$ cat config.mk
export PLATFORM = sky130hd
export DESIGN_NAME = touch_position_scaler_flat
export DESIGN_NICKNAME = d
export VERILOG_FILES = /design/src/rtl/tps_pkg.sv /design/src/rtl/tps_ifs.sv /design/src/rtl/tps_div.sv /design/src/rtl/tps_dp.sv /design/src/rtl/tps_ctrl.sv /design/src/rtl/touch_position_scaler.sv /design/src/flat_wrapper.sv
export SDC_FILE = /design/constraint.sdc
export NUM_CORES = 1
export LEC_CHECK = 0
export BUFFER_PORTS_ARGS = -buffer_cell sky130_fd_sc_hd__buf_2
export CORE_ASPECT_RATIO = 1.5
export CORE_MARGIN = 2
export CORE_UTILIZATION = 40
export DETAILED_ROUTE_END_ITERATION = 16
export GPL_TIMING_DRIVEN = 0
export PLACE_DENSITY = 0.68
export SLEW_MARGIN = 0
export SYNTH_ARGS = -nofsm -noshare
export SYNTH_HDL_FRONTEND = slang
export SYNTH_SLANG_ARGS = --single-unit
$ cat constraint.sdc
create_clock -name i_clk -period 8.7 [get_ports i_clk]
set_input_delay 0.87 -clock i_clk [delete_from_list [all_inputs] [get_ports i_clk]]
set_output_delay 0.87 -clock i_clk [all_outputs]
set_load 0.005 [all_outputs]
$ cat src/rtl/tps_pkg.sv
// Shared types and constants for the touch position scaler.
// Used by the interfaces, controller, datapath, divider and top level; depends on nothing.
package tps_pkg;

    // Configuration port index width and register indexes.
    localparam int CfgIdxW = 3;
    localparam logic [CfgIdxW-1:0] REG_X_OFFSET = 3'd0;
    localparam logic [CfgIdxW-1:0] REG_Y_OFFSET = 3'd1;
    localparam logic [CfgIdxW-1:0] REG_X_SPAN   = 3'd2;
    localparam logic [CfgIdxW-1:0] REG_Y_SPAN   = 3'd3;

    // Result and arithmetic constants.
    localparam int QuoBits   = 8;
    localparam int ZShift    = 2;
    localparam int SpanReset = 4096;
    localparam logic [QuoBits-1:0] FullScale = 8'hFF;

    // Controller states, one-hot.
    typedef enum logic [6:0] {
        ST_IDLE    = 7'b0000001,
        ST_PREP_X  = 7'b0000010,
        ST_START_X = 7'b0000100,
        ST_WAIT_X  = 7'b0001000,
        ST_START_Y = 7'b0010000,
        ST_WAIT_Y  = 7'b0100000,
        ST_PUSH    = 7'b1000000
    } t_state;

    // Commands from the controller to the datapath.
    typedef struct packed {
        logic cap_in;
        logic prep;
        logic sel_y;
        logic div_start;
        logic store_x;
        logic store_y;
        logic load_out;
    } t_ctl_cmd;

    // Status from the datapath to the controller.
    typedef struct packed {
        logic pz_zero;
        logic div_done;
    } t_ctl_sts;

endpackage

$ cat src/rtl/tps_ifs.sv
// Handshake interfaces for the sample, result and configuration channels.
// Depends on tps_pkg for the configuration index width.
interface tps_in_if #(
    parameter int RAW_BITS = 13
);
    logic                valid;
    logic                ready;
    logic [RAW_BITS-1:0] raw_x;
    logic [RAW_BITS-1:0] raw_y;
    logic [7:0]          pressure;

    modport source (output valid, output raw_x, output raw_y, output pressure, input ready);
    modport sink   (input valid, input raw_x, input raw_y, input pressure, output ready);
endinterface

interface tps_out_if;
    logic       valid;
    logic       ready;
    logic [7:0] scaled_x;
    logic [7:0] scaled_y;
    logic [7:0] scaled_z;

    modport source (output valid, output scaled_x, output scaled_y, output scaled_z,
                    input ready);
    modport sink   (input valid, input scaled_x, input scaled_y, input scaled_z,
                    output ready);
endinterface

interface tps_cfg_if #(
    parameter int RAW_BITS = 13
);
    logic                         valid;
    logic                         ready;
    logic [tps_pkg::CfgIdxW-1:0]  index;
    logic [RAW_BITS-1:0]          data;

    modport source (output valid, output index, output data, input ready);
    modport sink   (input valid, input index, input data, output ready);
endinterface

$ cat src/rtl/tps_div.sv
// Iterative restoring divider giving an 8-bit quotient saturated at full scale.
// Depends on tps_pkg for the quotient width and full-scale constant.
module tps_div #(
    parameter int RAW_BITS = 13
) (
    input  logic                               i_clk,
    input  logic                               i_rst_n,
    input  logic                               i_start,
    input  logic [RAW_BITS+tps_pkg::QuoBits-1:0] i_num,
    input  logic [RAW_BITS-1:0]                i_den,
    output logic                               o_done,
    output logic [tps_pkg::QuoBits-1:0]        o_quo
);
    localparam int QB   = tps_pkg::QuoBits;
    localparam int CntW = $clog2(QB);

    logic                r_busy;
    logic                r_sat;
    logic                r_done;
    logic [CntW-1:0]     r_cnt;
    logic [RAW_BITS-1:0] r_rem;
    logic [QB-1:0]       r_low;
    logic [QB-1:0]       r_quo;

    logic [RAW_BITS:0]   rem_sh;
    logic [RAW_BITS:0]   rem_sub;
    logic                rem_ge;
    logic                sat_now;

    // One quotient bit per cycle: shift in the next numerator bit and try the subtract.
    always_comb begin
        rem_sh  = {r_rem, r_low[QB-1]};
        rem_ge  = rem_sh >= {1'b0, i_den};
        rem_sub = rem_sh - {1'b0, i_den};
        // A quotient above full scale, including a zero divisor, saturates.
        sat_now = i_num >= {i_den, {QB{1'b0}}};
    end

    // Control state.
    always_ff @(posedge i_clk) begin
        if (!i_rst_n) begin
            r_busy <= 1'b0;
            r_done <= 1'b0;
            r_cnt  <= '0;
        end else begin
            r_done <= 1'b0;
            if (i_start) begin
                r_busy <= 1'b1;
                r_cnt  <= '0;
            end else if (r_busy) begin
                if (r_sat || r_cnt == CntW'(QB - 1)) begin
                    r_busy <= 1'b0;
                    r_done <= 1'b1;
                end
                r_cnt <= r_cnt + 1'b1;
            end
        end
    end

    // Remainder, pending numerator bits and quotient.
    always_ff @(posedge i_clk) begin
        if (i_start) begin
            r_sat <= sat_now;
            // Below saturation the upper numerator bits are already smaller than the divisor.
            r_rem <= i_num[RAW_BITS+QB-1:QB];
            r_low <= i_num[QB-1:0];
            r_quo <= '0;
        end else if (r_busy) begin
            if (r_sat) begin
                r_quo <= tps_pkg::FullScale;
            end else begin
                r_rem <= rem_ge ? rem_sub[RAW_BITS-1:0] : rem_sh[RAW_BITS-1:0];
                r_low <= {r_low[QB-2:0], 1'b0};
                r_quo <= {r_quo[QB-2:0], rem_ge};
            end
        end
    end

    assign o_done = r_done;
    assign o_quo  = r_quo;

endmodule

$ cat src/rtl/tps_dp.sv
// Datapath: configuration registers, sample capture, offset and scale, held values and
// the output register. Depends on tps_pkg and instantiates tps_div.
module tps_dp #(
    parameter int RAW_BITS = 13
) (
    input  logic                         i_clk,
    input  logic                         i_rst_n,
    input  tps_pkg::t_ctl_cmd            i_cmd,
    output tps_pkg::t_ctl_sts            o_sts,
    input  logic                         i_cfg_we,
    input  logic [tps_pkg::CfgIdxW-1:0]  i_cfg_index,
    input  logic [RAW_BITS-1:0]          i_cfg_data,
    input  logic [RAW_BITS-1:0]          i_raw_x,
    input  logic [RAW_BITS-1:0]          i_raw_y,
    input  logic [7:0]                   i_pressure,
    output logic [7:0]                   o_scaled_x,
    output logic [7:0]                   o_scaled_y,
    output logic [7:0]                   o_scaled_z
);
    localparam int NumW = RAW_BITS + tps_pkg::QuoBits;
    localparam logic [RAW_BITS-1:0] SpanRst = RAW_BITS'(tps_pkg::SpanReset);

    logic [RAW_BITS-1:0] r_x_offset;
    logic [RAW_BITS-1:0] r_y_offset;
    logic [RAW_BITS-1:0] r_x_span;
    logic [RAW_BITS-1:0] r_y_span;
    logic [RAW_BITS-1:0] r_raw_x;
    logic [RAW_BITS-1:0] r_raw_y;
    logic [7:0]          r_pz;
    logic [7:0]          r_held_x;
    logic [7:0]          r_held_y;
    logic [NumW-1:0]     r_num;
    logic                r_sel_y;
    logic [7:0]          r_out_x;
    logic [7:0]          r_out_y;
    logic [7:0]          r_out_z;

    logic [RAW_BITS-1:0] raw_sel;
    logic [RAW_BITS-1:0] off_sel;
    logic [RAW_BITS-1:0] diff;
    logic [NumW-1:0]     n_num;
    logic [RAW_BITS-1:0] den;
    logic                div_done;
    logic [7:0]          div_quo;

    // Configuration writes; an unknown index is ignored.
    always_ff @(posedge i_clk) begin
        if (!i_rst_n) begin
            r_x_offset <= '0;
            r_y_offset <= '0;
            r_x_span   <= SpanRst;
            r_y_span   <= SpanRst;
        end else if (i_cfg_we) begin
            case (i_cfg_index)
                tps_pkg::REG_X_OFFSET: r_x_offset <= i_cfg_data;
                tps_pkg::REG_Y_OFFSET: r_y_offset <= i_cfg_data;
                tps_pkg::REG_X_SPAN:   r_x_span   <= i_cfg_data;
                tps_pkg::REG_Y_SPAN:   r_y_span   <= i_cfg_data;
                default: ;
            endcase
        end
    end

    // Offset with a floor at zero, then multiply by 255 as a shift and subtract.
    always_comb begin
        raw_sel = i_cmd.sel_y ? r_raw_y : r_raw_x;
        off_sel = i_cmd.sel_y ? r_y_offset : r_x_offset;
        diff    = (raw_sel > off_sel) ? (raw_sel - off_sel) : '0;
        n_num   = {diff, {tps_pkg::QuoBits{1'b0}}} - {{tps_pkg::QuoBits{1'b0}}, diff};
        den     = r_sel_y ? r_y_span : r_x_span;
    end

    // Sample capture and the numerator for the axis being worked on.
    always_ff @(posedge i_clk) begin
        if (i_cmd.cap_in) begin
            r_raw_x <= i_raw_x;
            r_raw_y <= i_raw_y;
            r_pz    <= i_pressure;
        end
        if (i_cmd.prep) begin
            r_num   <= n_num;
            r_sel_y <= i_cmd.sel_y;
        end
    end

    tps_div #(
        .RAW_BITS (RAW_BITS)
    ) u_div (
        .i_clk   (i_clk),
        .i_rst_n (i_rst_n),
        .i_start (i_cmd.div_start),
        .i_num   (r_num),
        .i_den   (den),
        .o_done  (div_done),
        .o_quo   (div_quo)
    );

    // Held positions, given again while nothing touches the pad.
    always_ff @(posedge i_clk) begin
        if (!i_rst_n) begin
            r_held_x <= '0;
            r_held_y <= '0;
        end else begin
            if (i_cmd.store_x) begin
                r_held_x <= div_quo;
            end
            if (i_cmd.store_y) begin
                r_held_y <= div_quo;
            end
        end
    end

    // Output register, which frees the datapath for the next sample.
    always_ff @(posedge i_clk) begin
        if (i_cmd.load_out) begin
            r_out_x <= r_held_x;
            r_out_y <= r_held_y;
            r_out_z <= 8'(r_pz << tps_pkg::ZShift);
        end
    end

    assign o_sts.pz_zero  = (r_pz == 8'd0);
    assign o_sts.div_done = div_done;
    assign o_scaled_x     = r_out_x;
    assign o_scaled_y     = r_out_y;
    assign o_scaled_z     = r_out_z;

endmodule

$ cat src/rtl/tps_ctrl.sv
// Controller state machine: sample handshake, sequencing of the two axis divisions and
// the output valid flag. Depends on tps_pkg.
module tps_ctrl (
    input  logic              i_clk,
    input  logic              i_rst_n,
    input  logic              i_in_valid,
    output logic              o_in_ready,
    output logic              o_out_valid,
    input  logic              i_out_ready,
    input  tps_pkg::t_ctl_sts i_sts,
    output tps_pkg::t_ctl_cmd o_cmd
);
    tps_pkg::t_state r_state;
    tps_pkg::t_state n_state;
    logic            r_out_valid;
    logic            n_out_valid;

    // Next state and commands.
    always_comb begin
        n_state = r_state;
        o_cmd   = '0;
        case (r_state)
            tps_pkg::ST_IDLE: begin
                if (i_in_valid) begin
                    o_cmd.cap_in = 1'b1;
                    n_state      = tps_pkg::ST_PREP_X;
                end
            end
            tps_pkg::ST_PREP_X: begin
                // Without contact the held values are given unchanged.
                o_cmd.prep = 1'b1;
                n_state    = i_sts.pz_zero ? tps_pkg::ST_PUSH : tps_pkg::ST_START_X;
            end
            tps_pkg::ST_START_X: begin
                o_cmd.div_start = 1'b1;
                n_state         = tps_pkg::ST_WAIT_X;
            end
            tps_pkg::ST_WAIT_X: begin
                if (i_sts.div_done) begin
                    o_cmd.store_x = 1'b1;
                    o_cmd.prep    = 1'b1;
                    o_cmd.sel_y   = 1'b1;
                    n_state       = tps_pkg::ST_START_Y;
                end
            end
            tps_pkg::ST_START_Y: begin
                o_cmd.div_start = 1'b1;
                n_state         = tps_pkg::ST_WAIT_Y;
            end
            tps_pkg::ST_WAIT_Y: begin
                if (i_sts.div_done) begin
                    o_cmd.store_y = 1'b1;
                    n_state       = tps_pkg::ST_PUSH;
                end
            end
            tps_pkg::ST_PUSH: begin
                if (!r_out_valid || i_out_ready) begin
                    o_cmd.load_out = 1'b1;
                    n_state        = tps_pkg::ST_IDLE;
                end
            end
            default: begin
                n_state = tps_pkg::ST_IDLE;
            end
        endcase
    end

    // Output valid: set on a load, cleared when the result is transferred.
    always_comb begin
        n_out_valid = r_out_valid;
        if (o_cmd.load_out) begin
            n_out_valid = 1'b1;
        end else if (i_out_ready) begin
            n_out_valid = 1'b0;
        end
    end

    always_ff @(posedge i_clk) begin
        if (!i_rst_n) begin
            r_state     <= tps_pkg::ST_IDLE;
            r_out_valid <= 1'b0;
        end else begin
            r_state     <= n_state;
            r_out_valid <= n_out_valid;
        end
    end

    assign o_in_ready  = (r_state == tps_pkg::ST_IDLE);
    assign o_out_valid = r_out_valid;

endmodule

$ cat src/rtl/touch_position_scaler.sv
// Top level of the touch position scaler: joins controller and datapath to the channels.
// Depends on tps_pkg, the interfaces in tps_ifs, tps_ctrl and tps_dp.
//
//   Channel   Direction  Handshake      Payload
//   i_in      sink       valid/ready    raw_x, raw_y, pressure
//   o_out     source     valid/ready    scaled_x, scaled_y, scaled_z
//   i_cfg     sink       valid/ready    index, data (always ready)
//
// A touched sample, after its transfer in, goes through the states to prepare x, then per
// axis a start and a wait on the divider (eight steps and the done flag), then the load.
// A saturating axis, including a zero span, skips the divider steps and gives full scale.
// An untouched sample goes from preparing x straight to the load. The input is ready
// again in the cycle after the load, so no new sample is taken while one is worked on;
// a result waiting in the output register stalls the next load until transferred.
// Reset is synchronous and active low; no clearing pass is needed.
module touch_position_scaler #(
    parameter int RAW_BITS = 13
) (
    input  logic  i_clk,
    input  logic  i_rst_n,
    tps_in_if.sink    i_in,
    tps_out_if.source o_out,
    tps_cfg_if.sink   i_cfg
);
    tps_pkg::t_ctl_cmd cmd;
    tps_pkg::t_ctl_sts sts;
    logic              cfg_we;

    // Configuration writes are always taken.
    assign i_cfg.ready = 1'b1;
    assign cfg_we      = i_cfg.valid;

    tps_ctrl u_ctrl (
        .i_clk       (i_clk),
        .i_rst_n     (i_rst_n),
        .i_in_valid  (i_in.valid),
        .o_in_ready  (i_in.ready),
        .o_out_valid (o_out.valid),
        .i_out_ready (o_out.ready),
        .i_sts       (sts),
        .o_cmd       (cmd)
    );

    tps_dp #(
        .RAW_BITS (RAW_BITS)
    ) u_dp (
        .i_clk       (i_clk),
        .i_rst_n     (i_rst_n),
        .i_cmd       (cmd),
        .o_sts       (sts),
        .i_cfg_we    (cfg_we),
        .i_cfg_index (i_cfg.index),
        .i_cfg_data  (i_cfg.data),
        .i_raw_x     (i_in.raw_x),
        .i_raw_y     (i_in.raw_y),
        .i_pressure  (i_in.pressure),
        .o_scaled_x  (o_out.scaled_x),
        .o_scaled_y  (o_out.scaled_y),
        .o_scaled_z  (o_out.scaled_z)
    );

endmodule
$ cat src/flat_wrapper.sv
// flat-port wrapper written by rule: the top's interface ports become plain ports
module touch_position_scaler_flat 
#(
    parameter int RAW_BITS = 13
)
  (i_clk, i_rst_n, i_in_valid, i_in_raw_x, i_in_raw_y, i_in_pressure, i_in_ready, o_out_valid, o_out_scaled_x, o_out_scaled_y, o_out_scaled_z, o_out_ready, i_cfg_valid, i_cfg_index, i_cfg_data, i_cfg_ready);
  tps_in_if #(.RAW_BITS(RAW_BITS)) i_in_i ();
  tps_out_if o_out_i ();
  tps_cfg_if #(.RAW_BITS(RAW_BITS)) i_cfg_i ();
  input  logic i_clk;
  input  logic i_rst_n;
  input wire logic [$bits(i_in_i.valid)-1:0] i_in_valid;
  input wire logic [$bits(i_in_i.raw_x)-1:0] i_in_raw_x;
  input wire logic [$bits(i_in_i.raw_y)-1:0] i_in_raw_y;
  input wire logic [$bits(i_in_i.pressure)-1:0] i_in_pressure;
  output wire logic [$bits(i_in_i.ready)-1:0] i_in_ready;
  output wire logic [$bits(o_out_i.valid)-1:0] o_out_valid;
  output wire logic [$bits(o_out_i.scaled_x)-1:0] o_out_scaled_x;
  output wire logic [$bits(o_out_i.scaled_y)-1:0] o_out_scaled_y;
  output wire logic [$bits(o_out_i.scaled_z)-1:0] o_out_scaled_z;
  input wire logic [$bits(o_out_i.ready)-1:0] o_out_ready;
  input wire logic [$bits(i_cfg_i.valid)-1:0] i_cfg_valid;
  input wire logic [$bits(i_cfg_i.index)-1:0] i_cfg_index;
  input wire logic [$bits(i_cfg_i.data)-1:0] i_cfg_data;
  output wire logic [$bits(i_cfg_i.ready)-1:0] i_cfg_ready;
  assign i_in_i.valid = i_in_valid;
  assign i_in_i.raw_x = i_in_raw_x;
  assign i_in_i.raw_y = i_in_raw_y;
  assign i_in_i.pressure = i_in_pressure;
  assign i_in_ready = i_in_i.ready;
  assign o_out_valid = o_out_i.valid;
  assign o_out_scaled_x = o_out_i.scaled_x;
  assign o_out_scaled_y = o_out_i.scaled_y;
  assign o_out_scaled_z = o_out_i.scaled_z;
  assign o_out_i.ready = o_out_ready;
  assign i_cfg_i.valid = i_cfg_valid;
  assign i_cfg_i.index = i_cfg_index;
  assign i_cfg_i.data = i_cfg_data;
  assign i_cfg_ready = i_cfg_i.ready;
  touch_position_scaler #(.RAW_BITS(RAW_BITS)) u_core (.i_clk(i_clk), .i_rst_n(i_rst_n), .i_in(i_in_i), .o_out(o_out_i), .i_cfg(i_cfg_i));
endmodule
# --- Yosys cells after proc, flatten, opt, wreduce, memory -nomap -nowiden ---
# Cells that the tools add are included.
totals:
  reg_bits: 189
  input_bits: 55
  out_inout_bits: 27
  word_cells: 99
classes:
  add_sub_neg: 4
  n_lt_le_gt_ge: 3
  n_eq_ne: 16
  n_mux: 35
  n_bitwise: 2
  reduce_logical: 16
op_table:
  columns: ["cell", "count"]
  rows:
  - ["$mux 13", 8]
  - ["$pmux 7 s7", 1]
  - ["$mux 7", 5]
  - ["$mux 8", 4]
  - ["$sub 13x13->13", 2]
  - ["$ge 21x21->1", 1]
  - ["$sub 21x13->21", 1]
  - ["$mux 1", 15]
  - ["$ge 14x13->1", 1]
  - ["$gt 13x13->1", 1]
  - ["$reduce_and 2->1", 5]
  - ["$logic_not 8->1", 1]
  - ["$ne 2x2->1 const B", 4]
  - ["$eq 7x1->1 const B", 1]
  - ["$eq 7x2->1 const B", 1]
  - ["$eq 7x3->1 const B", 1]
  - ["$eq 7x4->1 const B", 1]
  - ["$eq 7x5->1 const B", 1]
  - ["$eq 7x6->1 const B", 1]
  - ["$eq 7x7->1 const B", 1]
  - ["$eq 3x2->1 const B", 2]
  - ["$reduce_and 4->1", 1]
  - ["$reduce_bool 2->1", 2]
  - ["$reduce_or 2->1", 2]
  - ["11 further kinds", 13]

# --- Longest topological paths before layout ---
depth:
  ltp_word: 6
  ltp_mapped: 26
  ltp_nobuf: 24

# --- Hierarchy ---
# A second synthesis with hierarchy kept.
hier_totals:
  hier_cells: 976
  area_unflattened_um2: 10129.7
modules_own_cells:
  columns: ["module", "n_inst", "cells_per_inst", "area_each_um2", "seq_area_each_um2"]
  rows:
  - ["tps_dp", 1, 616, 6805.3, 3703.6]
  - ["tps_div", 1, 288, 2752.6, 920.9]
  - ["tps_ctrl", 1, 70, 560.5, 160.2]
  - ["touch_position_scaler", 1, 2, 11.3, 0.0]

# --- Worst setup path before layout ---
# OpenSTA, ideal clock, no wires.
synth_path:
  path_kind: "reg2reg"
  startpoint: "register u_core.u_ctrl.r_state[2]"
  endpoint: "register u_core.u_dp.r_num[15] (data pin)"
  setup_ns: 0.261
  arrival_ns: 5.020
  required_time_ns: 8.439
  path_slack_ns: 3.419
  path_stages_with_launch: 24
  path_buffers: 3
  period_less_slack_ns: 5.281
  path_cell_list: "dfxtp_1 nor3_1 nand2b_1 nor2_1 nand4b_1 clkbuf_1 buf_1 nand2_1 nand2_1 ha_1 o21ai_2 a21oi_4 o21ai_2 a21oi_2 clkbuf_1 nand3_1 ha_1 a21o_1 a21o_1 a31oi_1 nor3_1 a311oi_1 nand2_1 a311o_1"
synth_between:
  elab_chain_len: 6
  word_cells_on_any_way: 8
  cone_classes: "add/sub: 2; order compare: 1; eq/ne: 1; mux: 4"
synth_lines:
  columns: ["item", "line", "source"]
  rows:
  - ["start, declared", "tps_ctrl.sv:13", "tps_pkg::t_state r_state;"]
  - ["start signal, assigned", "tps_ctrl.sv:80", "r_state <= tps_pkg::ST_IDLE;"]
  - ["start signal, assigned", "tps_ctrl.sv:83", "r_state <= n_state;"]
  - ["$eq 7x4->1 (*)", "tps_ctrl.sv:22", "case (r_state)"]
  - ["$mux 1 (*)", "tps_ctrl.sv:22", null]
  - ["$mux 13 (on tied branches)", "tps_dp.sv:66, tps_dp.sv:67", null]
  - ["$sub 13x13->13 or $gt 13x13->1 (tied branches)", "tps_dp.sv:68", "diff = (raw_sel > off_sel) ? (raw_sel - off_sel) : '0;"]
  - ["$mux 13 (*)", "tps_dp.sv:68", null]
  - ["$sub 21x13->21 (*)", "tps_dp.sv:69", "n_num = {diff, {tps_pkg::QuoBits{1'b0}}} - {{tps_pkg::QuoBits{1'b0}}, diff};"]
  - ["via u_core.u_dp.n_num[15]", "tps_dp.sv:41", "logic [NumW-1:0] n_num;"]
  - ["end signal, assigned", "tps_dp.sv:81", "r_num <= n_num;"]
  - ["end, declared", "tps_dp.sv:32", "logic [NumW-1:0] r_num;"]
# Mark *: on every way through the listed nets, which the timed path passes. The rest lies on a longest branch.
# A chain may end at the register's enable or synchronous reset.

# --- Final worst setup path ---
layout_path:
  startpoint: "register u_core.u_ctrl.r_state[1]"
  endpoint: "register u_core.u_dp.r_num[20] (data pin)"
# Same word-level chain as after synthesis.

==> results.md <==
* Yosys top cell by area: edfxtp_1
* Max IR drop VDD at 0.215 mV
* Final net count at 1205
* Max clock buf depth at 2
* Worst path most repeated cell: clkbuf_1
* Slowest stage delay, CP at 0.64 ns
* CTS buffer count at 17
* Largest cells by area after synthesis: edfxtp_1 (31%), dfxtp_1 (18%), nand2_1 (8.1%)
* Outcome: finished, final reports clean
* Setup Buffers After CTS at 0
* Crit path capture type: flip-flop
* Routed wire length at 23.4 mm
* DRT antenna net count at 0
* Flop2flop setup slack at 1.48 ns
* CTS tree: done
* Maxcap violations at 0
* WS Path Type: flip-flop to flip-flop
* RSZ-0062 raised after global routing: false
* WP data arrival at 7.37 ns
* Crit path max-delay family: compound AO/OA/AOI/OAI gates
* Clock Power Share at 32.1%
* Share of synthesized registers carrying an async set or reset at 0%
* Critical path buffers and inverters at 4
* Psw at 733 uW
* Measured slew at the worst slew-check pin at 0.927 ns
* Core occupancy in the finished layout at 46.3%
* Initial antenna violation count at 0
* I/O Buffers at 77
* Combinational Power Share at 23.0%
* Crit-path max FO at 10
* Fin. max-slew vios at 0
* Share of layout cells above drive strength 1 at 13.3%
* Most numerous cell in the Yosys netlist: nand2_1
* Global-route usage over all layers at 18.6%
* Static Leak at 4.34 nW
* Pwr dens at 211 nW/um^2
* Detail Placement HPWL at 18.3 mm
* Avg Vias per Cell at 5.20
* GR Overflow Total at 0
* Class of the most critical hold timing path: flip-flop to flip-flop
* Reg2reg end: u_core.u_dp.r_num[20]
* Number of synthesized flops with an enable pin at 100
* Inserted Diodes at 0
* Hold path startpoint: u_core.u_dp.r_held_x[4]
* Iter 0 DRT Violations at 500
* Setup TNS at 0 ns
* P_int at 1.64 mW
* CTS resizes at 0
* # IOs at 82
* Layout area overhead at 14.5%
* R2R Path Start: u_core.u_ctrl.r_state[1]
* Final setup fails at 0
* CTS clk-pin slew, worst paths at 0.07 ns
* Slew HR at 38.1%
* Clk_skew at 0.0134 ns
* Crit path cell chain: clkbuf_1 > nor2_1 > nand4b_1 > clkbuf_1 > buf_1 > mux2i_1 > ha_1 > nand2_1 > o21ai_0 > o22ai_1 > a21oi_2 > clkbuf_1 > nand3_1 > ha_1 > a21o_1 > a21o_1 > a31oi_1 > nor2_1 > o21ai_0 > o21ba_1 > nor3_1 > o32ai_1
* Drt pass-1 iters at 6
* CP required at 8.85 ns
* WL per Instance at 16.3 um
* CP max stage cell: buf_1
* Synthesized area per cell at 9.78 um^2
* Fmax at 139 MHz
* Hold EP: u_core.u_dp.o_scaled_x[4]
* Sequential share of power at 44.9%
* Die Wd at 132 um
* Total die area at 25800 um^2
* #FFs+latches synth at 189
* Clock latency on the worst-skew pair at 0.45 ns
* Seq/Total Area, Yosys at 48.8%
* H-tree levels at 4
* Sink Count at 189
* Starting Density at 40.4%
* Fin crit period at 7.22 ns
* Largest net degree at the start of global routing at 35
* Most instantiated cells after synthesis: nand2_1 (211), edfxtp_1 (100), dfxtp_1 (89), nor2_1 (68), a21boi_0 (61)
* Net Sw Frac at 31.0%
* Mapped Cells at 1003
* CP Launch Type: flip-flop
* Via Count at 7485
* Fin cells at 1439
* Final period util at 83.0%
* Hold Violations, Final at 0
* GPL Wtd Cong at 0.873
* Worst hold stages at 0
* First-pass GRT wire length at 37.6 mm
* Root Driver: clkbuf_16
* Cell area after synthesis at 9810 um^2
* Die Ht at 196 um
* Main synth FF type: edfxtp_1
* CORE AREA at 24300 um^2
* Top cell type's share of synthesized area at 30.6%
* R2R cell count at 22
* Post-CTS Hold Fix Bufs at 0
* DRC at 0
* Syn. warnings at 0
* Rows at 70
* Post-synthesis cell type count at 76
* Placed cells at 1407
* Vias in the first global route at 7369
==> sequential cells by signal (all words and copies together) (netlist names), 7 cells and up <==
name and cells:
u_core.u_dp.r_num 21, u_core.u_dp.r_raw_x 13, u_core.u_dp.r_raw_y 13, u_core.u_dp.r_x_offset 13, u_core.u_dp.r_x_span 13, u_core.u_dp.r_y_offset 13, u_core.u_dp.r_y_span 13, u_core.u_dp.u_div.r_rem 13
u_core.u_dp.o_scaled_x 8, u_core.u_dp.o_scaled_y 8, u_core.u_dp.r_held_x 8, u_core.u_dp.r_held_y 8, u_core.u_dp.r_pz 8, u_core.u_dp.u_div.o_quo 8, u_core.u_dp.u_div.r_low 8, u_core.u_ctrl.r_state 7
==> kinds of logic after synthesis <==
kind of cell,after synthesis,share of synthesized area [%]
xor+xnor,26,2.40
simple gates,400,18.5
fa+ha+maj,48,6.27
other cells,2,0.0765
mux,47,4.81
flops,189,48.8
buf+inv,72,3.03
compound gates,219,16.1
==> cells in the final DEF (no fill, tap or decap), drive strengths merged, types with 9 or more instances in the layout <==
master  netlist  layout
dfxtp        89      89
a31oi        10      10
buf          12      91
xnor2        18      18
a21oi        35      35
a21boi       61      61
a211oi       16      16
clkinv        0       9
nor2b        23      23
clkbuf       38      55
edfxtp      100     100
a21o         13      13
o21a         12      12
nand3        13      13
ha           46      46
nand2       211     211
inv          22      26
o21ai        30      30
or3          10      10
mux2i        46      46
nor3         14      14
nand2b       12      12
nor2         70      70
==> stage by stage <==
step / instance area, um^2 / setup slack (ns) / total power [mW] / hold slack, ns
2_1_floorplan: 9820 / 3.42 / 1.47 / 0.408
4_1_cts: 11200 / 1.43 / 2.38 / 0.436
3_5_place_dp: 10700 / 1.45 / 1.62 / 0.418
3_3_place_gp: 10600 / 1.42 / 1.61 / 0.412
5_1_grt: 11200 / 0.913 / 2.48 / 0.444
6_report: 11200 / 1.48 / 2.37 / 0.433
==> power by group through the flow <==
| stage | combinational, mW | clock, mW | sequential, mW |
|---|---|---|---|
| after global placement | 0.531 | 0 | 1.08 |
| after floorplan | 0.398 | 0 | 1.07 |
| after CTS | 0.541 | 0.773 | 1.06 |
| after global routing | 0.604 | 0.805 | 1.07 |
| after detailed placement | 0.539 | 0 | 1.08 |
| final | 0.545 | 0.761 | 1.06 |
==> worst register-to-register path: cells and delay by family, from the launching register on <==
kind | cells | cell delay [ns]
AO/OA/AOI/OAI | 9 | 2.72
buffers and inverters | 4 | 1.79
AND/OR/NAND/NOR | 6 | 0.83
adder cells (fa/ha/maj) | 2 | 0.69
multiplexers | 1 | 0.58
flip-flops | 1 | 0.32
==> metal layers <==
metal | wire [um] | track usage [%] | share of wire [%] | vias to the layer above
met5 | 0 | 0 | 0 | -
met4 | 1210 | 11.0 | 5.2 | 0
met2 | 12500 | 34.6 | 53 | 163
li1 | - | - | - | 3780
met1 | 9040 | 19.7 | 39 | 3488
met3 | 712 | 2.95 | 3.0 | 54
==> worst max-delay path by stage <==
stage	from	to	slack, ns	cells after the start
floorplan	u_core.u_ctrl.r_state[2]	u_core.u_dp.r_num[15]	3.42	23
global placement	u_core.u_ctrl.r_state[4]	u_core.u_dp.r_num[20]	1.42	23
detailed placement	u_core.u_ctrl.r_state[1]	u_core.u_dp.r_num[20]	1.45	22
CTS	u_core.u_ctrl.r_state[1]	u_core.u_dp.r_num[20]	1.43	22
global route	u_core.u_ctrl.r_state[2]	u_core.u_dp.r_num[20]	0.91	23
finish	u_core.u_ctrl.r_state[1]	u_core.u_dp.r_num[20]	1.48	22
==> final cells by class <==
class / instances / area, um^2
buffer: 50 / 215
clock buffer: 17 / 425
clock inverter: 15 / 159
fill: 2337 / 13000
inverter: 22 / 82.6
multi-input combinational: 743 / 4750
sequential: 189 / 4780
tap: 324 / 405
timing repair buffer: 79 / 415
Power figures use the tool's default switching activity.
